### src/rtl/pr_pkg.sv
// shared types and constants for the packet resequencer
package pr_pkg;

   localparam int HOLD_DEPTH_DEF = 16;
   localparam logic [31:0] SEQ_START = 32'd1;

   typedef struct packed {
      logic [31:0] seq_num;
      logic [15:0] packet_tag;
      logic [9:0]  byte_count;
   } req_type;

   typedef struct packed {
      logic [31:0] out_seq;
      logic [15:0] out_tag;
      logic [9:0]  out_count;
      logic        from_store;
      logic        last_of_run;
   } rsp_type;

   // one held packet
   typedef struct packed {
      logic [31:0] seq;
      logic [15:0] tag;
      logic [9:0]  count;
   } entry_type;

   // search chain between neighboring cells
   typedef struct packed {
      logic      taken;
      entry_type entry;
   } link_type;

   typedef enum logic [1:0] {
      ST_IDLE  = 2'b01,
      ST_DRAIN = 2'b10
   } state_type;

endpackage

### src/rtl/pr_cell.sv
// one hold cell: entry storage, local match and priority hand-off
module pr_cell import pr_pkg::*; (
   input  logic        clock,
   input  logic        reset,
   input  logic        wr_en,
   input  entry_type   wr_entry,
   input  logic        search_en,
   input  logic [31:0] expected,
   input  link_type    link_in,
   output link_type    link_out,
   output logic        grant
);

   logic      valid_ff, valid_in;
   entry_type entry_ff, entry_in;
   logic      hit;

   assign hit   = valid_ff && (entry_ff.seq == expected);
   assign grant = search_en && hit && !link_in.taken;

   // lower cells win, so a hit here only passes on if nothing below took it
   always_comb begin
      link_out.taken = link_in.taken || hit;
      link_out.entry = grant ? entry_ff : link_in.entry;
   end

   always_comb begin
      valid_in = valid_ff;
      entry_in = entry_ff;
      if (wr_en) begin
         valid_in = 1'b1;
         entry_in = wr_entry;
      end else if (grant) begin
         valid_in = 1'b0;
      end
   end

   always_ff @(posedge clock) begin
      if (reset) begin
         valid_ff <= 1'b0;
      end else begin
         valid_ff <= valid_in;
      end
   end

   always_ff @(posedge clock) begin
      entry_ff <= entry_in;
   end

endmodule

### src/rtl/packet_resequencer.sv
// top level of the packet resequencer: control, expected number and cell row
//
//   channel   ports                          direction  handshake
//   request   start, busy, req_data          in         start && !busy
//   response  rsp_strobe, rsp_data           out        rsp_strobe, one cycle
//
// a packet that is stored or discarded is taken with busy staying low
// an in-order packet raises busy while k held entries are drained (k <= HOLD_DEPTH),
// one search of the cell row per cycle; one word leaves per search
// reset is synchronous and active high; the row comes up with all entries empty
// the receiver cannot stall: each word is strobed by rsp_strobe for exactly one cycle
module packet_resequencer import pr_pkg::*; #(
   parameter int HOLD_DEPTH = HOLD_DEPTH_DEF
) (
   input  logic    clock,
   input  logic    reset,
   input  logic    start,
   output logic    busy,
   input  req_type req_data,
   output logic    rsp_strobe,
   output rsp_type rsp_data
);

   localparam int PTR_W = (HOLD_DEPTH > 1) ? $clog2(HOLD_DEPTH) : 1;
   localparam logic [PTR_W-1:0] PTR_LAST = PTR_W'(HOLD_DEPTH - 1);

   state_type         state_ff, state_in;
   logic [31:0]       expected_ff, expected_in;
   logic [PTR_W-1:0]  write_pos_ff, write_pos_in;
   rsp_type           pend_ff, pend_in;
   logic              rsp_strobe_ff, rsp_strobe_in;
   rsp_type           rsp_data_ff, rsp_data_in;

   logic              accept;
   logic              in_order;
   logic              store_it;
   logic              search_en;
   logic              hit_any;
   entry_type         wr_entry;
   link_type          link [HOLD_DEPTH+1];
   logic [HOLD_DEPTH-1:0] grant_vec;

   assign busy       = (state_ff != ST_IDLE);
   assign accept     = start && !busy;
   assign in_order   = (req_data.seq_num == expected_ff);
   // ahead of the expected number: hold it; behind: drop it
   assign store_it   = accept && (req_data.seq_num > expected_ff);
   assign search_en  = (state_ff == ST_DRAIN);
   assign rsp_strobe = rsp_strobe_ff;
   assign rsp_data   = rsp_data_ff;

   assign wr_entry.seq   = req_data.seq_num;
   assign wr_entry.tag   = req_data.packet_tag;
   assign wr_entry.count = req_data.byte_count;

   // search chain starts empty at cell 0 (lowest index has priority)
   assign link[0] = '0;

   for (genvar i = 0; i < HOLD_DEPTH; i++) begin : g_cell
      pr_cell u_cell (
         .clock     (clock),
         .reset     (reset),
         .wr_en     (store_it && (write_pos_ff == PTR_W'(i))),
         .wr_entry  (wr_entry),
         .search_en (search_en),
         .expected  (expected_ff),
         .link_in   (link[i]),
         .link_out  (link[i+1]),
         .grant     (grant_vec[i])
      );
   end

   assign hit_any = search_en && link[HOLD_DEPTH].taken;

   always_comb begin
      state_in      = state_ff;
      expected_in   = expected_ff;
      write_pos_in  = write_pos_ff;
      pend_in       = pend_ff;
      rsp_strobe_in = 1'b0;
      rsp_data_in   = rsp_data_ff;
      unique case (state_ff)
         ST_IDLE: begin
            if (accept && in_order) begin
               // direct delivery is held in pend until the row search shows if it ends the run
               pend_in.out_seq     = req_data.seq_num;
               pend_in.out_tag     = req_data.packet_tag;
               pend_in.out_count   = req_data.byte_count;
               pend_in.from_store  = 1'b0;
               pend_in.last_of_run = 1'b0;
               expected_in         = expected_ff + 32'd1;
               state_in            = ST_DRAIN;
            end else if (store_it) begin
               // ring write, overwrites the slot written longest ago, held or not
               write_pos_in = (write_pos_ff == PTR_LAST) ? '0 : write_pos_ff + PTR_W'(1);
            end
         end
         ST_DRAIN: begin
            // send the pending word, marked last when nothing more matches
            rsp_strobe_in           = 1'b1;
            rsp_data_in             = pend_ff;
            rsp_data_in.last_of_run = !hit_any;
            if (hit_any) begin
               pend_in.out_seq     = link[HOLD_DEPTH].entry.seq;
               pend_in.out_tag     = link[HOLD_DEPTH].entry.tag;
               pend_in.out_count   = link[HOLD_DEPTH].entry.count;
               pend_in.from_store  = 1'b1;
               pend_in.last_of_run = 1'b0;
               expected_in         = expected_ff + 32'd1;
            end else begin
               state_in = ST_IDLE;
            end
         end
         default: begin
            state_in = ST_IDLE;
         end
      endcase
   end

   always_ff @(posedge clock) begin
      if (reset) begin
         state_ff      <= ST_IDLE;
         expected_ff   <= SEQ_START;
         write_pos_ff  <= '0;
         rsp_strobe_ff <= 1'b0;
      end else begin
         state_ff      <= state_in;
         expected_ff   <= expected_in;
         write_pos_ff  <= write_pos_in;
         rsp_strobe_ff <= rsp_strobe_in;
      end
   end

   always_ff @(posedge clock) begin
      pend_ff     <= pend_in;
      rsp_data_ff <= rsp_data_in;
   end

   // at most one cell hands its entry out per search
   a_one_grant : assert property (@(posedge clock) disable iff (reset)
      $onehot0(grant_vec))
      else $error("more than one cell granted");

   // a search without a hit closes the run with a last word
   a_close_run : assert property (@(posedge clock) disable iff (reset)
      (search_en && !hit_any) |=> (rsp_strobe && rsp_data.last_of_run && !busy))
      else $error("run not closed after failed search");

   // a word that is not last means the drain is still going
   a_more_follow : assert property (@(posedge clock) disable iff (reset)
      (rsp_strobe && !rsp_data.last_of_run) |-> busy)
      else $error("non-last word with drain finished");

   // each delivery from the row advances the expected number by one
   a_advance : assert property (@(posedge clock) disable iff (reset)
      hit_any |=> (expected_ff == $past(expected_ff) + 32'd1))
      else $error("expected number did not advance");

   // storing a packet produces no word and leaves the block free
   a_store_quiet : assert property (@(posedge clock) disable iff (reset)
      store_it |=> (!busy && !rsp_strobe))
      else $error("store caused activity");

endmodule

### config.mk
export PLATFORM = sky130hd
export DESIGN_NAME = packet_resequencer
export DESIGN_NICKNAME = d
export VERILOG_FILES = /design/src/rtl/pr_pkg.sv /design/src/rtl/pr_cell.sv /design/src/rtl/packet_resequencer.sv
export SDC_FILE = /design/constraint.sdc
export NUM_CORES = 2
export LEC_CHECK = 0
export ABC_AREA = 1
export BUFFER_PORTS_ARGS = -buffer_cell sky130_fd_sc_hd__buf_4
export CORE_AREA = 2 2 345 313
export CTS_BUF_LIST = sky130_fd_sc_hd__clkbuf_4 sky130_fd_sc_hd__clkbuf_8
export DETAILED_ROUTE_END_ITERATION = 12
export DIE_AREA = 0 0 347 315
export GPL_TIMING_DRIVEN = 1
export PLACE_DENSITY = 0.68
export SKIP_CTS_REPAIR_TIMING = 1
export SLEW_MARGIN = 5
export SYNTH_ARGS = -nofsm -noshare
export SYNTH_HDL_FRONTEND = slang
export SYNTH_SLANG_ARGS = --single-unit
export TNS_END_PERCENT = 5
### constraint.sdc
create_clock -name clock -period 6.7 [get_ports clock]
set_input_delay 1.675 -clock clock [delete_from_list [all_inputs] [get_ports clock]]
set_output_delay 1.675 -clock clock [all_outputs]
set_load 0.1 [all_outputs]
## Word level (Yosys, flattened, before mapping)

Cells that the tools add are included.

| storage, ports and cells | value |
|---|---|
| word-level logic and storage cells | 298 |
| register bits after elaboration | 1102 |
| output and inout port bits | 62 |

| operators by class | value |
|---|---|
| equality and inequality tests | 38 |
| bitwise gates (word level) | 1 |
| $add $sub $neg | 2 |
| reduce and logical (&&, ||, !) cells | 120 |
| magnitude comparators | 1 |
| mux-type cells | 59 |

Operator list:

| cell | count |
|---|---|
| 58-bit two-way mux | 16 |
| 32-bit == test | 17 |
| 60-bit two-way mux | 2 |
| 60-bit case mux with 2 select lines | 1 |
| 1-bit logical AND | 67 |
| 32-bit two-way mux | 2 |
| 32-bit case mux with 2 select lines | 1 |
| 2-bit nonzero test | 17 |
| 1-bit two-way mux | 33 |
| 32-bit by 1-bit adder with 32-bit output (second input constant) | 1 |
| 4-bit == test (second input constant) | 8 |
| 32-bit greater-than comparator | 1 |
| 1-bit zero test | 17 |
| 4-bit by 3-bit == test with 1-bit output (second input constant) | 4 |
| 1-bit logical OR | 15 |
| 4-bit by 2-bit == test with 1-bit output (second input constant) | 2 |
| 2-bit != test (second input constant) | 3 |
| 3-bit AND reduction | 2 |
| 4-bit by 1-bit adder with 4-bit output (second input constant) | 1 |
| 4-bit by 1-bit == test with 1-bit output (second input constant) | 1 |
| 4-bit zero test | 1 |
| 2-bit two-way mux | 2 |
| 4-bit two-way mux | 1 |
| 2-bit case mux with 2 select lines | 1 |
| other kinds (5) | 5 |

## Longest topological paths before layout

| depth | value |
|---|---|
| depth in word-level cells | 21 |
| mapped depth | 36 |
| depth with buffers taken out | 33 |

## Hierarchy

From an unflattened synthesis, not the netlist that was laid out.

| unflattened totals | value |
|---|---|
| cells, all modules | 8076 |
| area total of the unflattened synthesis | 64155.3 sq um |

By module, submodules not included:

| module | times used | sequential area each (sq um) | area each (sq um) | cells each |
|---|---|---|---|---|
| pr_cell | 16 | 1761.7 | 3547.2 | 455 |
| packet_resequencer | 1 | 4354.2 | 7400.8 | 796 |

## Worst setup path after synthesis

No wires, ideal clock.

| timing | value |
|---|---|
| kind | input to register |
| from | input port req_data[55] in the netlist's numbering |
| to | register g_cell[11].u_cell.entry_ff[0] in the netlist's numbering, enable pin |
| data required time | 6224 ps |
| arrival | 5601 ps |
| cell stages on the path | 10 |
| path slack | 623 ps |
| path through | ha_1 -> nand2_1 -> or3_1 -> nor4_1 -> o21ai_0 -> nand4_1 -> nand2_1 -> inv_1 -> nand2_1 -> nor2_1 |

| on the way | value |
|---|---|
| longest elaborated chain between the ends | 3 |

RTL lines:

| what | RTL line | text |
|---|---|---|
| start, declared | packet_resequencer.sv:19 | `input req_type req_data,` |
| 32-bit greater-than comparator | packet_resequencer.sv:47 | `assign store_it = accept && (req_data.seq_num > expected_ff);` |
| 1-bit logical AND | packet_resequencer.sv:47 |  |
| 1-bit logical AND | packet_resequencer.sv:63 | `.wr_en (store_it && (write_pos_ff == PTR_W'(i))),` |
| end signal, assigned | pr_cell.sv:47 | `entry_ff <= entry_in;` |
| end, declared | pr_cell.sv:15 | `entry_type entry_ff, entry_in;` |

No other way between the ends.
A chain may end at the register's enable or synchronous reset.

==> results_dict.tcl <==
set metrics [dict create \
    seq_area_frac_synth_pct 61.9 \
    grt_pass1_wl_um 296000 \
    peakVddDrop_mv 0.194 \
    grt.overflow.total 0 \
    dp_hpwl_um 141000 \
    worstSkewPairLatency_ps 900 \
    clock_sink_count 1102 \
    avgSynthCellArea_um2 9.91 \
    fin_tns_setup_ps 0 \
    floorplan.die_area_um2 109000 \
    synth_top_cell_area_share_pct 59.8 \
    drtPass1Iterations 6 \
    path_clk_slew_ps 70 \
    ys.warnings.count 0 \
    critical_path_peak_fanout 61 \
    tightest_slew_ps 1110 \
    final.setup.worst_slack_ps 722 \
    synth-seq-cells 1102 \
    yosysUniqueCellTypes 55 \
    remaining_drc_errors 0 \
    synth_fp_nets 5400 \
    run_status "complete, no violations" \
    preCtsSetupSlack_ps 1240 \
    placementRows 114 \
    synth_ff_type "edfxtp_1" \
    totalWireLength_um 214000 \
    ys_async_sr_fraction_pct 0 \
    rsz0062_at_grt "false" \
    timing.fmax_ghz 0.167 \
    worst_slew_margin_rel_pct 26.1 \
    timing.critical_path.buf_inv 3 \
    fin_hold_ws_ps 418 \
    design.portCount 123 \
    ctsRootBufferMaster "clkbuf_8" \
    area_growth_pct 12.4 \
    place_congestion 1.07 \
    power_density_nw_per_um2 236 \
    final_hold_viol_count 0 \
    core_area_um2 106000 \
    period_share_pct 89.2 \
    report.final.slew_viol_count 0 \
    grt_max_degree 98 \
    cts_htree_levels 4 \
    fin_worst_skew_ps 70.9 \
    worst_hold_path_type "flip-flop to flip-flop" \
    cp_data_arrival_time_ps 6600 \
    netlist_instances 5302 \
    finalCriticalPeriod_ps 5980 \
    placed_cells_incl_taps 6716 \
    synthTopCellsByArea "edfxtp_1 (60%), nand2_1 (11%), inv_1 (3.4%), nor2_1 (2.8%), o21ai_0 (2.2%)" \
    cts_tree "yes" \
    maxCapViolations 0 \
    first_global_vias 40100 \
    die_width_um 347 \
    yosysTopAreaCell "edfxtp_1" \
    num_vias 43300 \
    critPathMostFrequentCell "nand2_1" \
    first_iter_violations 7785 \
    critical_path.max_stage_delay_ps 820 \
    worstPathRequired_ps 7320 \
    antenna_found_initial 16 \
    criticalPathCategory "flip-flop to flip-flop" \
    synth_enable_flop_cells 1047 \
    cp-end-kind "flip-flop" \
    syn_area_um2 52600 \
    final_net_count 5605 \
    die_span_in_y_um 315 \
    port-buffer-count 122 \
    leakagePower_nw 23.3 \
    vias_per_cell 6.14 \
    critPathTopFamily "simple AND/OR/NAND/NOR gates" \
    critical_path.slowest_cell "dfxtp_1" \
    layout.core_utilization_pct 55.6 \
    layoutNonFillerInstCount 7059 \
    setup-violations-final 0 \
    route.detailed.wl_per_inst_um 30.3 \
    numCtsBuffers 181 \
    gr_util_all_layers_pct 38.7 \
    clock_tree.buffer_depth 3 \
    crit_path_start_kind "flip-flop" \
    crit_chain "inv_2 > o21ai_0 > nor2_1 > nand2_1 > a211oi_1 > nand3_1 > nor2b_1 > and2_1 > nand2_4 > buf_12 > o21ai_0 > inv_1 > nand2_1 > nand4_1 > o21ai_1 > nand3b_1 > nand2_1 > nand2_1 > nand2_1 > nand2_1 > nand2_1 > nand2_1" \
    floorplan.initialDensity_pct 49.5 \
    drive_gt1_share_pct 12.8 \
    postRouteAntennaNets 0 \
]
## cells in the final DEF, fill, tap and decap left out, types with 44 or more instances in the layout
cell,n
a21oi_1,144
buf_4,261
clkbuf_4,66
clkbuf_8,193
clkinv_1,49
dfxtp_1,55
edfxtp_1,1047
inv_1,481
nand2_1,1606
nand3_1,175
nand4_1,133
nor2_1,379
nor3_1,44
o211ai_1,70
o21ai_0,236
o22ai_1,108
or2_2,67
xnor2_1,82
xor2_1,97
## flip-flops by register name, indices dropped and copies added, names as in the netlist
register,count
g_cell.u_cell.valid_ff,16
pend_ff,59
state_ff,2
expected_ff,32
write_pos_ff,4
rsp_data,60
rsp_strobe,1
g_cell.u_cell.entry_ff,928
## per-stage QoR
stage	power (mW)	instance area, µm²
after floorplan	7.87	52600
after global placement	8.13	55500
after detailed placement	8.13	55500
after CTS	13.9	59100
after global routing	14.3	59100
final	13.9	59100
## Yosys cell counts, types with 3 or more instances
library cell and n:
nor2_4 5, nor2_2 6, o221ai_1 26, nor2_1 395, edfxtp_1 1047, a22o_1 10, buf_4 33, o21ai_1 15
and2_1 3, nor4_1 36, o2111ai_1 15, buf_1 17, nand3_1 179, inv_1 482, buf_2 130, clkbuf_1 67
buf_6 12, nand3b_1 31, nand2_2 8, o21bai_1 6, nand2_1 1607, o211ai_1 70, o21ai_0 236, a211oi_1 15
clkinv_1 6, a221oi_1 11, nor3b_1 3, nand3_2 3, or2_2 67, dfxtp_1 55, o21a_1 6, nor3_2 3
xor2_1 97, nand4_1 133, inv_2 31, ha_1 37, nor3_1 44, o22ai_1 108, a21oi_1 144, xnor2_1 82
## path summary, 6_finish.rpt
| kind | startpoint | to | slack [ps] | depth (start not counted) |
|---|---|---|---|---|
| setup reg to reg | expected_ff[22] | pend_ff[41] | 720 | 22 |
| setup / recovery | expected_ff[22] | pend_ff[41] | 720 | 22 |
| hold reg to reg | pend_ff[39] | rsp_data[39] | 420 | 0 |
| hold / removal | pend_ff[39] | rsp_data[39] | 420 | 0 |
## logic make-up (layout without fill, tap and decap cells)
logic type	after synthesis	in the layout	synth area share, %
AO/OA/AOI/OAI	669	669	7.57
XOR/XNOR	179	179	2.98
adder cells (fa/ha/maj)	37	37	0.881
buffers and inverters	779	1134	6.28
flip-flops	1102	1102	61.9
other	0	10	0
AND/OR/NAND/NOR	2536	2536	20.4
## area by class of cell
type	instances	area [µm²]
fill	9208	47200
clock inverter	74	400
tap	1392	1740
timing repair buffer	282	2380
sequential	1102	32500
antenna	10	25.0
clock buffer	259	3150
inverter	519	1950
multi-input combinational	3421	16900
## per-layer routing
metal	GRT usage [%]	up-vias	part of all wire, %
met3	14.3	788	16
met1	52.5	20400	38
li1	-	18500	-
met4	22.0	12	6.6
met2	53.3	3638	40
met5	0	-	0.060
## where the power goes
group          internal [mW]  switching (mW)  leakage (nW)
sequential              7.59          0.0315          9.89
clock                   3.10            2.82          1.89
combinational         0.0732           0.318          11.5
total                   10.8            3.17          23.3
Power figures use the tool's default switching activity.
